File: src/rtl/pwli_pkg.sv
// Shared types and codes for the piecewise-linear table interpolation block.
// Holds item field types, operation and status codes, and the sequencer states.
// No dependencies.
package pwli_pkg;

    localparam int KEY_W     = 16;
    localparam int VAL_W     = 16;
    localparam int ENTRY_W   = KEY_W + VAL_W;
    localparam int DIV_STEPS = 32;

    typedef logic signed [KEY_W-1:0] key_t;
    typedef logic signed [VAL_W-1:0] val_t;
    typedef logic [1:0]              func_t;
    typedef logic [2:0]              status_t;

    localparam func_t FUNC_LOAD  = 2'd0;
    localparam func_t FUNC_QUERY = 2'd1;
    localparam func_t FUNC_CLEAR = 2'd2;

    localparam status_t STAT_OK       = 3'd0;
    localparam status_t STAT_INTERP   = 3'd1;
    localparam status_t STAT_EXTRAP   = 3'd2;
    localparam status_t STAT_SAT      = 3'd3;
    localparam status_t STAT_FEW      = 3'd4;
    localparam status_t STAT_FULL     = 3'd5;
    localparam status_t STAT_ZERO_SEG = 3'd6;

    typedef enum logic [3:0] {
        ST_IDLE,
        ST_SCAN,
        ST_FETCH_LO,
        ST_FETCH_HI,
        ST_LOAD_HI,
        ST_MUL,
        ST_DIV,
        ST_SUM,
        ST_DONE
    } state_t;

endpackage

File: src/rtl/pwli_ram.sv
// Generic single-port RAM with a registered read port.
// Used for the breakpoint table. No dependencies.
module pwli_ram #(
    parameter int WIDTH = 32,
    parameter int DEPTH = 64
) (
    input  logic                     clk,
    input  logic                     we,
    input  logic [$clog2(DEPTH)-1:0] addr,
    input  logic [WIDTH-1:0]         wdata,
    output logic [WIDTH-1:0]         rdata
);

    logic [WIDTH-1:0] mem [DEPTH];

    always_ff @(posedge clk)
    begin
        if (we)
        begin
            mem[addr] <= wdata;
        end
        rdata <= mem[addr];
    end

endmodule

File: src/rtl/piecewise_linear_table_interp_core.sv
// Top level of the piecewise-linear table interpolation block.
// Depends on pwli_pkg and pwli_ram.
//
// Usage notes.
// The input channel (in_valid/in_ready) carries one item: func, key_in and
// value_in. A load item appends a (key, value) breakpoint, a clear item empties
// the table, and a query item returns the matched or interpolated value.
// The output channel (out_valid/out_ready) returns exactly one item with
// value_out and status for every input item, in order.
// The block works on one item at a time and raises in_ready only when idle.
// Load, clear and unused items, and a query on an empty table, pass through the
// done state and raise out_valid, and in_ready returns in that same cycle.
// A query scans the stored keys through the single table port, one key per
// cycle, and stops at the first exact match. An interpolated or extrapolated
// query then fetches the segment, multiplies, runs the bit-serial divider and
// forms and posts the result.
// Reset empties the table and clears any pending result. When the receiver
// stalls, the finished result waits in the output register and the block
// holds its next result until that one is taken.
module piecewise_linear_table_interp_core #(
    parameter int TABLE_DEPTH = 64
) (
    input  logic             clk,
    input  logic             rst_n,
    input  logic             in_valid,
    output logic             in_ready,
    input  pwli_pkg::func_t  func,
    input  pwli_pkg::key_t   key_in,
    input  pwli_pkg::val_t   value_in,
    output logic             out_valid,
    input  logic             out_ready,
    output pwli_pkg::val_t   value_out,
    output pwli_pkg::status_t status
);

    import pwli_pkg::*;

    localparam int AW = $clog2(TABLE_DEPTH);
    localparam int CW = $clog2(TABLE_DEPTH + 1);

    state_t state_reg, state_next;

    logic [CW-1:0] count_reg;
    logic [CW-1:0] scan_idx_reg;
    logic [CW-1:0] chk_idx_reg;
    logic          chk_vld_reg;
    logic          seg_found_reg;
    logic [CW-1:0] seg_idx_reg;
    logic [4:0]    div_cnt_reg;
    logic          out_valid_reg;

    key_t          q_reg;
    key_t          k_lo_reg;
    val_t          v_lo_reg;
    logic [15:0]   dq_mag_reg;
    logic          dq_neg_reg;
    logic [15:0]   dv_mag_reg;
    logic          dv_neg_reg;
    logic [15:0]   den_mag_reg;
    logic          den_neg_reg;
    logic          neg_reg;
    logic [31:0]   div_quo_reg;
    logic [16:0]   div_rem_reg;
    status_t       span_stat_reg;
    val_t          res_val_reg;
    status_t       res_stat_reg;
    val_t          value_out_reg;
    status_t       status_out_reg;

    logic                ram_we;
    logic [AW-1:0]       ram_addr;
    logic [ENTRY_W-1:0]  ram_wdata;
    logic [ENTRY_W-1:0]  ram_rdata;

    pwli_ram #(
        .WIDTH (ENTRY_W),
        .DEPTH (TABLE_DEPTH)
    ) u_table (
        .clk   (clk),
        .we    (ram_we),
        .addr  (ram_addr),
        .wdata (ram_wdata),
        .rdata (ram_rdata)
    );

    key_t          rd_key;
    val_t          rd_val;
    logic          in_fire;
    logic          table_full;
    logic [CW-1:0] last_idx;
    logic          chk_last;
    logic          key_match;
    logic          seg_hit;
    logic [CW-1:0] seg_sel;
    logic [CW-1:0] hi_idx;
    logic [CW-1:0] lo_idx;
    logic          out_free;

    logic signed [16:0] dq_full;
    logic signed [16:0] dq_inv;
    logic signed [16:0] dv_full;
    logic signed [16:0] dv_inv;
    logic signed [16:0] den_full;
    logic signed [16:0] den_inv;
    logic               den_zero;
    logic               q_above;
    logic               q_below;

    logic [16:0]        rem_sh;
    logic [17:0]        rem_diff;
    logic               rem_ge;
    logic signed [33:0] quot_s;
    logic signed [33:0] res_full;

    assign rd_key     = key_t'(ram_rdata[ENTRY_W-1:VAL_W]);
    assign rd_val     = val_t'(ram_rdata[VAL_W-1:0]);
    assign in_fire    = in_valid && in_ready;
    assign table_full = (count_reg >= CW'(TABLE_DEPTH));
    assign last_idx   = count_reg - CW'(1);
    assign chk_last   = chk_vld_reg && (chk_idx_reg == last_idx);
    assign key_match  = chk_vld_reg && (rd_key == q_reg);
    assign seg_hit    = chk_vld_reg && !seg_found_reg && (chk_idx_reg != last_idx)
                        && !(q_reg > rd_key);
    assign seg_sel    = seg_found_reg ? seg_idx_reg : last_idx;
    assign hi_idx     = (seg_sel == '0) ? CW'(1) : seg_sel;
    assign lo_idx     = hi_idx - CW'(1);
    assign out_free   = !out_valid_reg || out_ready;

    assign dq_full  = {q_reg[15], q_reg} - {rd_key[15], rd_key};
    assign dq_inv   = -dq_full;
    assign dv_full  = {rd_val[15], rd_val} - {v_lo_reg[15], v_lo_reg};
    assign dv_inv   = -dv_full;
    assign den_full = {rd_key[15], rd_key} - {k_lo_reg[15], k_lo_reg};
    assign den_inv  = -den_full;
    assign den_zero = (den_full == '0);
    assign q_above  = (q_reg > k_lo_reg) && (q_reg > rd_key);
    assign q_below  = (q_reg < k_lo_reg) && (q_reg < rd_key);

    assign rem_sh   = {div_rem_reg[15:0], div_quo_reg[31]};
    assign rem_diff = {1'b0, rem_sh} - {2'b00, den_mag_reg};
    assign rem_ge   = !rem_diff[17];
    assign quot_s   = neg_reg ? -{2'b00, div_quo_reg} : {2'b00, div_quo_reg};
    assign res_full = {{18{v_lo_reg[15]}}, v_lo_reg} + quot_s;

    always_comb
    begin
        state_next = state_reg;
        unique case (state_reg)
            ST_IDLE:
            begin
                if (in_fire)
                begin
                    if (func == FUNC_QUERY && count_reg != '0)
                    begin
                        state_next = ST_SCAN;
                    end
                    else
                    begin
                        state_next = ST_DONE;
                    end
                end
            end
            ST_SCAN:
            begin
                if (key_match)
                begin
                    state_next = ST_DONE;
                end
                else if (chk_last)
                begin
                    state_next = (count_reg < CW'(2)) ? ST_DONE : ST_FETCH_LO;
                end
            end
            ST_FETCH_LO: state_next = ST_FETCH_HI;
            ST_FETCH_HI: state_next = ST_LOAD_HI;
            ST_LOAD_HI:  state_next = den_zero ? ST_DONE : ST_MUL;
            ST_MUL:      state_next = ST_DIV;
            ST_DIV:
            begin
                if (div_cnt_reg == 5'(DIV_STEPS - 1))
                begin
                    state_next = ST_SUM;
                end
            end
            ST_SUM:      state_next = ST_DONE;
            ST_DONE:
            begin
                if (out_free)
                begin
                    state_next = ST_IDLE;
                end
            end
            default:     state_next = ST_IDLE;
        endcase
    end

    always_comb
    begin
        in_ready  = 1'b0;
        ram_we    = 1'b0;
        ram_addr  = scan_idx_reg[AW-1:0];
        ram_wdata = {key_in, value_in};
        unique case (state_reg)
            ST_IDLE:
            begin
                in_ready = 1'b1;
                ram_addr = count_reg[AW-1:0];
                ram_we   = in_valid && (func == FUNC_LOAD) && !table_full;
            end
            ST_FETCH_LO: ram_addr = lo_idx[AW-1:0];
            ST_FETCH_HI: ram_addr = hi_idx[AW-1:0];
            default:     ram_addr = scan_idx_reg[AW-1:0];
        endcase
    end

    always_ff @(posedge clk or negedge rst_n)
    begin
        if (!rst_n)
        begin
            state_reg     <= ST_IDLE;
            count_reg     <= '0;
            scan_idx_reg  <= '0;
            chk_idx_reg   <= '0;
            chk_vld_reg   <= 1'b0;
            seg_found_reg <= 1'b0;
            seg_idx_reg   <= '0;
            div_cnt_reg   <= '0;
            out_valid_reg <= 1'b0;
        end
        else
        begin
            state_reg <= state_next;
            if (state_reg == ST_DONE && out_free)
            begin
                out_valid_reg <= 1'b1;
            end
            else if (out_valid_reg && out_ready)
            begin
                out_valid_reg <= 1'b0;
            end
            case (state_reg)
                ST_IDLE:
                begin
                    scan_idx_reg  <= '0;
                    chk_vld_reg   <= 1'b0;
                    seg_found_reg <= 1'b0;
                    if (in_fire && func == FUNC_LOAD && !table_full)
                    begin
                        count_reg <= count_reg + CW'(1);
                    end
                    if (in_fire && func == FUNC_CLEAR)
                    begin
                        count_reg <= '0;
                    end
                end
                ST_SCAN:
                begin
                    chk_vld_reg <= (scan_idx_reg < count_reg);
                    chk_idx_reg <= scan_idx_reg;
                    if (scan_idx_reg < count_reg)
                    begin
                        scan_idx_reg <= scan_idx_reg + CW'(1);
                    end
                    if (seg_hit)
                    begin
                        seg_found_reg <= 1'b1;
                        seg_idx_reg   <= chk_idx_reg;
                    end
                end
                ST_MUL:  div_cnt_reg <= '0;
                ST_DIV:  div_cnt_reg <= div_cnt_reg + 5'd1;
                default:
                begin
                end
            endcase
        end
    end

    always_ff @(posedge clk)
    begin
        case (state_reg)
            ST_IDLE:
            begin
                q_reg        <= key_in;
                res_val_reg  <= '0;
                if (func == FUNC_LOAD && table_full)
                begin
                    res_stat_reg <= STAT_FULL;
                end
                else if (func == FUNC_QUERY && count_reg == '0)
                begin
                    res_stat_reg <= STAT_FEW;
                end
                else
                begin
                    res_stat_reg <= STAT_OK;
                end
            end
            ST_SCAN:
            begin
                if (key_match)
                begin
                    res_val_reg  <= rd_val;
                    res_stat_reg <= STAT_OK;
                end
                else if (chk_last)
                begin
                    res_val_reg  <= '0;
                    res_stat_reg <= STAT_FEW;
                end
            end
            ST_FETCH_HI:
            begin
                k_lo_reg   <= rd_key;
                v_lo_reg   <= rd_val;
                dq_neg_reg <= dq_full[16];
                dq_mag_reg <= dq_full[16] ? dq_inv[15:0] : dq_full[15:0];
            end
            ST_LOAD_HI:
            begin
                dv_neg_reg    <= dv_full[16];
                dv_mag_reg    <= dv_full[16] ? dv_inv[15:0] : dv_full[15:0];
                den_neg_reg   <= den_full[16];
                den_mag_reg   <= den_full[16] ? den_inv[15:0] : den_full[15:0];
                span_stat_reg <= (q_above || q_below) ? STAT_EXTRAP : STAT_INTERP;
                res_val_reg   <= '0;
                res_stat_reg  <= STAT_ZERO_SEG;
            end
            ST_MUL:
            begin
                div_quo_reg <= dq_mag_reg * dv_mag_reg;
                div_rem_reg <= '0;
                neg_reg     <= dq_neg_reg ^ dv_neg_reg ^ den_neg_reg;
            end
            ST_DIV:
            begin
                div_rem_reg <= rem_ge ? rem_diff[16:0] : rem_sh;
                div_quo_reg <= {div_quo_reg[30:0], rem_ge};
            end
            ST_SUM:
            begin
                if (res_full > 34'sd32767)
                begin
                    res_val_reg  <= 16'sh7FFF;
                    res_stat_reg <= STAT_SAT;
                end
                else if (res_full < -34'sd32768)
                begin
                    res_val_reg  <= 16'sh8000;
                    res_stat_reg <= STAT_SAT;
                end
                else
                begin
                    res_val_reg  <= res_full[15:0];
                    res_stat_reg <= span_stat_reg;
                end
            end
            ST_DONE:
            begin
                if (out_free)
                begin
                    value_out_reg  <= res_val_reg;
                    status_out_reg <= res_stat_reg;
                end
            end
            default:
            begin
            end
        endcase
    end

    assign out_valid = out_valid_reg;
    assign value_out = value_out_reg;
    assign status    = status_out_reg;

    a_count_bound: assert property (@(posedge clk) disable iff (!rst_n)
        count_reg <= CW'(TABLE_DEPTH))
        else $error("Point count exceeds the table depth.");

    a_write_on_load: assert property (@(posedge clk) disable iff (!rst_n)
        ram_we |-> (in_fire && func == FUNC_LOAD && !table_full))
        else $error("Table written outside an accepted load item.");

    a_scan_in_range: assert property (@(posedge clk) disable iff (!rst_n)
        (state_reg == ST_SCAN && chk_vld_reg) |-> (chk_idx_reg < count_reg))
        else $error("Scan compared an entry beyond the stored points.");

    a_sum_after_div: assert property (@(posedge clk) disable iff (!rst_n)
        (state_reg == ST_SUM) |-> ($past(state_reg) == ST_DIV))
        else $error("Result formed without a finished division.");

    a_result_from_done: assert property (@(posedge clk) disable iff (!rst_n)
        $rose(out_valid_reg) |-> ($past(state_reg) == ST_DONE))
        else $error("Output item posted outside the done state.");

endmodule

File: config.mk
export PLATFORM = sky130hd
export DESIGN_NAME = piecewise_linear_table_interp_core
export DESIGN_NICKNAME = d
export VERILOG_FILES = /design/src/rtl/pwli_pkg.sv /design/src/rtl/pwli_ram.sv /design/src/rtl/piecewise_linear_table_interp_core.sv
export SDC_FILE = /design/constraint.sdc
export NUM_CORES = 2
export LEC_CHECK = 0
export BUFFER_PORTS_ARGS = -buffer_cell sky130_fd_sc_hd__clkbuf_2
export CAP_MARGIN = 20
export CORE_UTILIZATION = 50
export DETAILED_ROUTE_END_ITERATION = 6
export PLACE_DENSITY = 0.68
export SYNTH_ARGS = -nofsm -noshare
export SYNTH_HDL_FRONTEND = slang
export SYNTH_HIERARCHICAL = 1
export SYNTH_SLANG_ARGS = --single-unit
File: constraint.sdc
create_clock -name clk -period 6.9 [get_ports clk]
set_input_delay 0.345 -clock clk [delete_from_list [all_inputs] [get_ports clk]]
set_output_delay 0.345 -clock clk [all_outputs]
set_load 0.005 [all_outputs]
Word-level counts from Yosys, hierarchy flattened
Memories as Yosys holds them, arrays and structs flattened. A register that Yosys moved wholly into a read port is not among the register bits.
Index checks and enable logic that the tools add are counted.
{"block": "classes", "n_reduce_logical": 46, "mul": 1, "mux": 46, "n_lt_le_gt_ge": 9, "add_sub_neg": 14, "shifts": 0, "div_mod_pow": 0, "eq_ne": 20, "n_bitwise": 2}
{"operator": "2-to-1 mux 16 bit", "n": 8}
{"operator": "case mux 32 bit (2 select lines)", "n": 1}
{"operator": "subtractor 16 x 16 -> 17 bit", "n": 3}
{"operator": "negation 16 bit", "n": 3}
{"operator": "case mux 16 bit (3 select lines)", "n": 1}
{"operator": "case mux 4 bit (9 select lines)", "n": 1}
{"operator": "adder 34 bit", "n": 1}
{"operator": "> comparator 34 x 16 -> 1 bit (second input constant)", "n": 1}
{"operator": "less-than comparator 34 x 16 -> 1 bit (second input constant)", "n": 1}
{"operator": "2-to-1 mux 34 bit", "n": 1}
{"operator": "negation 32 -> 34 bit", "n": 1}
{"operator": "> comparator 16 bit", "n": 2}
{"operator": "less-than comparator 16 bit", "n": 2}
{"operator": "multiplier 16 x 16 -> 32 bit", "n": 1}
{"operator": "2-to-1 mux 4 bit", "n": 8}
{"operator": "case mux 16 bit (2 select lines)", "n": 1}
{"operator": "2-to-1 mux 7 bit", "n": 4}
{"operator": "logical AND 1 bit", "n": 18}
{"operator": "2-to-1 mux 3 bit", "n": 6}
{"operator": "case mux 6 bit (3 select lines)", "n": 1}
{"operator": "subtractor 17 x 16 -> 18 bit", "n": 1}
{"operator": "zero test 17 bit", "n": 1}
{"operator": "equality test 16 bit", "n": 1}
{"operator": "equality test 4 x 3 -> 1 bit (second input constant)", "n": 4}
{"operator": "37 further kinds", "n": 66}
{"block": "totals", "rom_bits": 0, "ram_bits": 2048, "memories": 1, "elab_cells": 165, "latch_bits": 0, "in_bits": 38, "out_inout_bits": 21, "regBits": 229}
{"memory": "u_table.mem", "words": 64, "word_bits": 32, "read_ports": 1, "rd_clocked_by_memory_dff": 1, "wr": 1, "line_no": "pwli_ram.sv:14", "text": "logic [WIDTH-1:0] mem [DEPTH];"}

Longest topological paths before layout
{"block": "logic_depth", "depth_word": 7, "mapped_depth": 28, "ltp_nobuf": 24}

Modules after synthesis
Netlist, hierarchy kept.
{"module": "pwli_ram", "area_per_inst_um2": 78928.2, "cells_each": 4239, "seq_area_each_um2": 62139.6, "n_inst": 1}
{"module": "piecewise_linear_table_interp_core", "area_per_inst_um2": 24806.3, "cells_each": 2679, "seq_area_each_um2": 6646.4, "n_inst": 1}

Worst setup path before layout
OpenSTA, ideal clock, no wires.
{"block": "synth_timing", "path_kind": "flip-flop to flip-flop", "from": "register dq_mag_reg[6]", "to": "register div_quo_reg[31], data pin", "period_less_slack_ps": 6445, "path_slack_ps": 455, "t_arrival_ps": 6176, "stages_incl_launch_ff": 23, "setup_ps": 269, "cell_sequence": "edfxtp_1 > clkbuf_1 > nand2_1 > fa_1 > inv_1 > fa_1 > inv_1 > fa_1 > fa_1 > inv_1 > fa_1 > fa_1 > ha_1 > a21o_1 > a2111o_1 > a21o_1 > a31oi_1 > o31ai_1 > a31oi_1 > o211ai_1 > a31oi_1 > xnor2_1 > a21oi_1"}
{"block": "synth_via", "elab_chain_cells": 2}
{"element": "start, declared", "line_no": "piecewise_linear_table_interp_core.sv:55", "text": "logic [15:0] dq_mag_reg;"}
{"element": "start signal, assigned", "line_no": "piecewise_linear_table_interp_core.sv:317", "text": "dq_mag_reg <= dq_full[16] ? dq_inv[15:0] : dq_full[15:0];"}
{"element": "multiplier 16 x 16 -> 32 bit", "line_no": "piecewise_linear_table_interp_core.sv:331", "text": "div_quo_reg <= dq_mag_reg * dv_mag_reg;"}
{"element": "case mux 32 bit (2 select lines)", "line_no": "piecewise_linear_table_interp_core.sv:281", "text": "case (state_reg)"}
{"element": "end signal, assigned", "line_no": "piecewise_linear_table_interp_core.sv:331"}
{"element": "end signal, assigned", "line_no": "piecewise_linear_table_interp_core.sv:338", "text": "div_quo_reg <= {div_quo_reg[30:0], rem_ge};"}
{"element": "end, declared", "line_no": "piecewise_linear_table_interp_core.sv:62", "text": "logic [31:0] div_quo_reg;"}
Every way passes these cells.
A chain may end at the register's enable or synchronous reset.

Worst setup path after layout
{"block": "layout_timing", "from": "register dv_mag_reg[1]", "to": "register div_quo_reg[31], data pin"}
{"block": "layout_via", "elab_chain_cells": 2}
{"element": "start, declared", "line_no": "piecewise_linear_table_interp_core.sv:57", "text": "logic [15:0] dv_mag_reg;"}
{"element": "start signal, assigned", "line_no": "piecewise_linear_table_interp_core.sv:322", "text": "dv_mag_reg <= dv_full[16] ? dv_inv[15:0] : dv_full[15:0];"}
{"element": "multiplier 16 x 16 -> 32 bit", "line_no": "piecewise_linear_table_interp_core.sv:331"}
{"element": "case mux 32 bit (2 select lines)", "line_no": "piecewise_linear_table_interp_core.sv:281"}
Every way passes these cells.

==> flow_summary.toml <==
[timing]
timing.fmax_ghz = 0.1507
final-hold-violation-count = 0
fin_crit_ns = 6.634
worstMarginPinSlew_ns = 1.035
hold_slack_ns = 0.08640
relSlewSlack_pct = 30.88
fin_crit_sh_pct = 96.14
fin_skew_ns = 0.05926
drv_slew = 0
setup_violations = 0

[finish]
multi_input_area_sq_um = 32660
syn_to_final_growth_pct = 12.85
largest_reg_flops = 2048
fillCellCount = 15640
final_util_pct = 56.99
seq_area_sq_um = 68790
drive_above_1_share_pct = 15.14
layout.nets = 7635
layout_common_cells = "edfxtp_1 (2236), nand2_1 (364), inv_1 (352), mux2i_1 (274), buf_4 (274)"
final_common_cell = "edfxtp_1"

[critical_path]
worstPathArrival_ns = 7.20
crit_type = "register to register"
r2r-end = "div_quo_reg[31]"
worstPathMaxFanout = 11
rr_startpoint = "dv_mag_reg[1]"
endpoint_kind = "register"
r2r_cells = 23
r2r_slack_ns = 0.27
start_kind = "register"
critPathRequiredTime_ns = 7.47

[synthesis]
synth_compound_area_share_pct = 9.912
synth_top_cell_by_area = "edfxtp_1"
syn-cell-area_sq_um = 103700
synth_top_family_by_area = "compound AO/OA/AOI/OAI gates"
synth_fa_ha_area_share_pct = 6.663
synth-xor-area-share_pct = 1.631
synth_top_area_share_pct = 64.73
ys.flop_type = "edfxtp_1"
synth.area.top_cells = "edfxtp_1 (65%), fa_1 (3.8%), ha_1 (2.8%)"
syn_avg_cell_area_sq_um = 14.99
synth_seq_cells = 2308
ys_seq_area_share_pct = 66.31
synth_cells = 6918
synthMuxAreaShare_pct = 6.443
synth_cell_type_count = 101
yosys.area_share.simple_pct = 6.173
yosysWarningCount = 6
synth_edf_count = 2236
synth_nets = 7389
synth_async_sr_flop_share_pct = 1.733

[pwr]
leakagePower_nw = 40.71
peakVddDrop_uv = 704.7
powerDensity_nw_per_um2 = 507.9

[drt]
remaining_drc_errors = 0
firstDrtPassIters = 7
vias = 63070
vias_per_cell = 6.277
wl_per_cell_um = 27.83
routed_wl_mm = 279.6
drt_iter0_drc = 7181
postRouteAntennaNets = 0

[cts]
htree_levels = 4
clockBufferDepth = 3
path_clk_slew_ns = 0.06
cts_root_buf = "clkbuf_16"
cts_sinks = 2308
clock_latency_ns = 0.90
numCtsBuffers = 224
cts_tree = "done"

[run]
cap_viol_max_count = 0

[die]
pin_count = 59
core_sq_um = 205400
die_w_um = 457.5
start_util_pct = 50.50
die_h_um = 457.5
die_area_sq_um = 209300
fp-row-count = 166

[global_routing]
grt_pass1_wl_mm = 407.6
grt_overflow = 0
grt_max_degree = 96
grt_pass1_vias = 62040
gr-usage-all-layers_pct = 26.35
antenna_found_initial = 23

[min_path]
hp-class = "primary input to register"
whs_path_depth = 4
whs_endpoint = "count_reg[2]"
min_from = "func[0]"

[run_status]
status = "finished clean"

[place]
port_buffers = 58
post-dp-hpwl_mm = 173.7
globalplace.congestion = 0.8791
-- layer usage --
metal	vias up	track usage (%)	wire [um]
met5	-	0	115
met4	18	8.744	9672
met3	518	4.754	25180
met2	3046	43.29	134500
met1	32150	35.51	110200
li1	27330	-	-
-- layout make-up --
cell class,count,share of cell area (%)
Timing Repair Buffer,399,3.083
Tap cell,2688,2.873
Sequential cell,2308,58.76
Clock inverter,130,1.115
Antenna cell,9,0.01924
Multi-Input combinational cell,3877,27.89
Clock buffer,282,5.116
Inverter,354,1.141
-- power breakdown --
part	switching [W]	internal [W]	leakage (nW)
sequential	0.000376	0.0165	21.0
clock	0.00530	0.00683	3.56
combinational	0.0189	0.0116	16.2
-- critical path: stages (launching register included) --
cell and delay, ns:
edfxtp_1 0.56, buf_4 0.21, nand2_1 0.07, fa_1 0.50, inv_1 0.05, fa_1 0.48
inv_1 0.06, fa_1 0.47, fa_1 0.51, inv_1 0.06, fa_1 0.50, fa_1 0.49
ha_1 0.35, a21o_1 0.21, a2111o_1 0.41, a21o_1 0.16, a31oi_1 0.26, o31ai_2 0.12
a31oi_1 0.18, buf_4 0.16, o211ai_1 0.09, a31oi_1 0.22, xnor2_1 0.14, a21oi_1 0.08
-- kinds of logic after synthesis --
kind of cell,after synthesis
simple gates,1290
compound gates,1435
buf+inv,733
flops,2308
fa+ha+maj,433
xor+xnor,191
mux,528
-- cells in the mapped netlist, drive strengths merged (20+ instances only) --
library cell / n
xnor2: 141
clkbuf: 244
nor4: 26
inv: 353
nand4: 27
a221oi: 179
nand3: 98
nor2: 283
o22ai: 97
nor3: 94
fa: 199
and2: 107
a2111oi: 20
or4: 21
xor2: 50
buf: 135
o311ai: 21
ha: 234
a31oi: 62
a211oi: 40
a22oi: 193
a22o: 66
nand2: 366
nor2b: 25
mux4: 96
a21o: 40
edfxtp: 2236
o21ai: 209
mux2: 158
dfrtp: 40
and3: 105
a21oi: 232
or3: 27
nand2b: 51
o31ai: 28
o22a: 70
o21a: 23
dfxtp: 32
mux2i: 274
-- what timing repair did --
item | in CTS | in global routing
hold buffers | 5 | 2
endpoints found under the setup margin | 1 | 5
resized for setup | 0 | 8
hold endpoints to repair | 48 | 14
setup buffers | 2 | 23
gates cloned | 0 | 0
pin swaps | 0 | 1
-- through the flow --
step,total power [W],cell area (sq um),cells,TNS [ns],setup slack (ns)
2_1_floorplan,0.03632,103700,6918,0,0.4552
6_report,0.05946,117100,10050,0,0.2663
3_3_place_gp,0.04680,109400,9592,0,0.1064
5_1_grt,0.06221,117000,10040,-0.02296,-0.01314
4_1_cts,0.05925,116800,10010,0,0.03232
3_5_place_dp,0.04712,109400,9592,0,0.001793
-- worst max path at each step --
| stage | slack [ns] | cells after the start | startpoint | end |
|---|---|---|---|---|
| 6_report | 0.27 | 23 | dv_mag_reg[1] | div_quo_reg[31] |
| 5_1_grt | -0.01 | 23 | dv_mag_reg[6] | div_quo_reg[27] |
| 4_1_cts | 0.03 | 22 | dq_mag_reg[7] | div_quo_reg[31] |
| 3_5_place_dp | 0.002 | 21 | dv_mag_reg[14] | div_quo_reg[30] |
| 3_3_place_gp | 0.11 | 21 | dv_mag_reg[12] | div_quo_reg[30] |
| 2_1_floorplan | 0.46 | 22 | dq_mag_reg[6] | div_quo_reg[31] |
(Power assumes the default switching activity.)
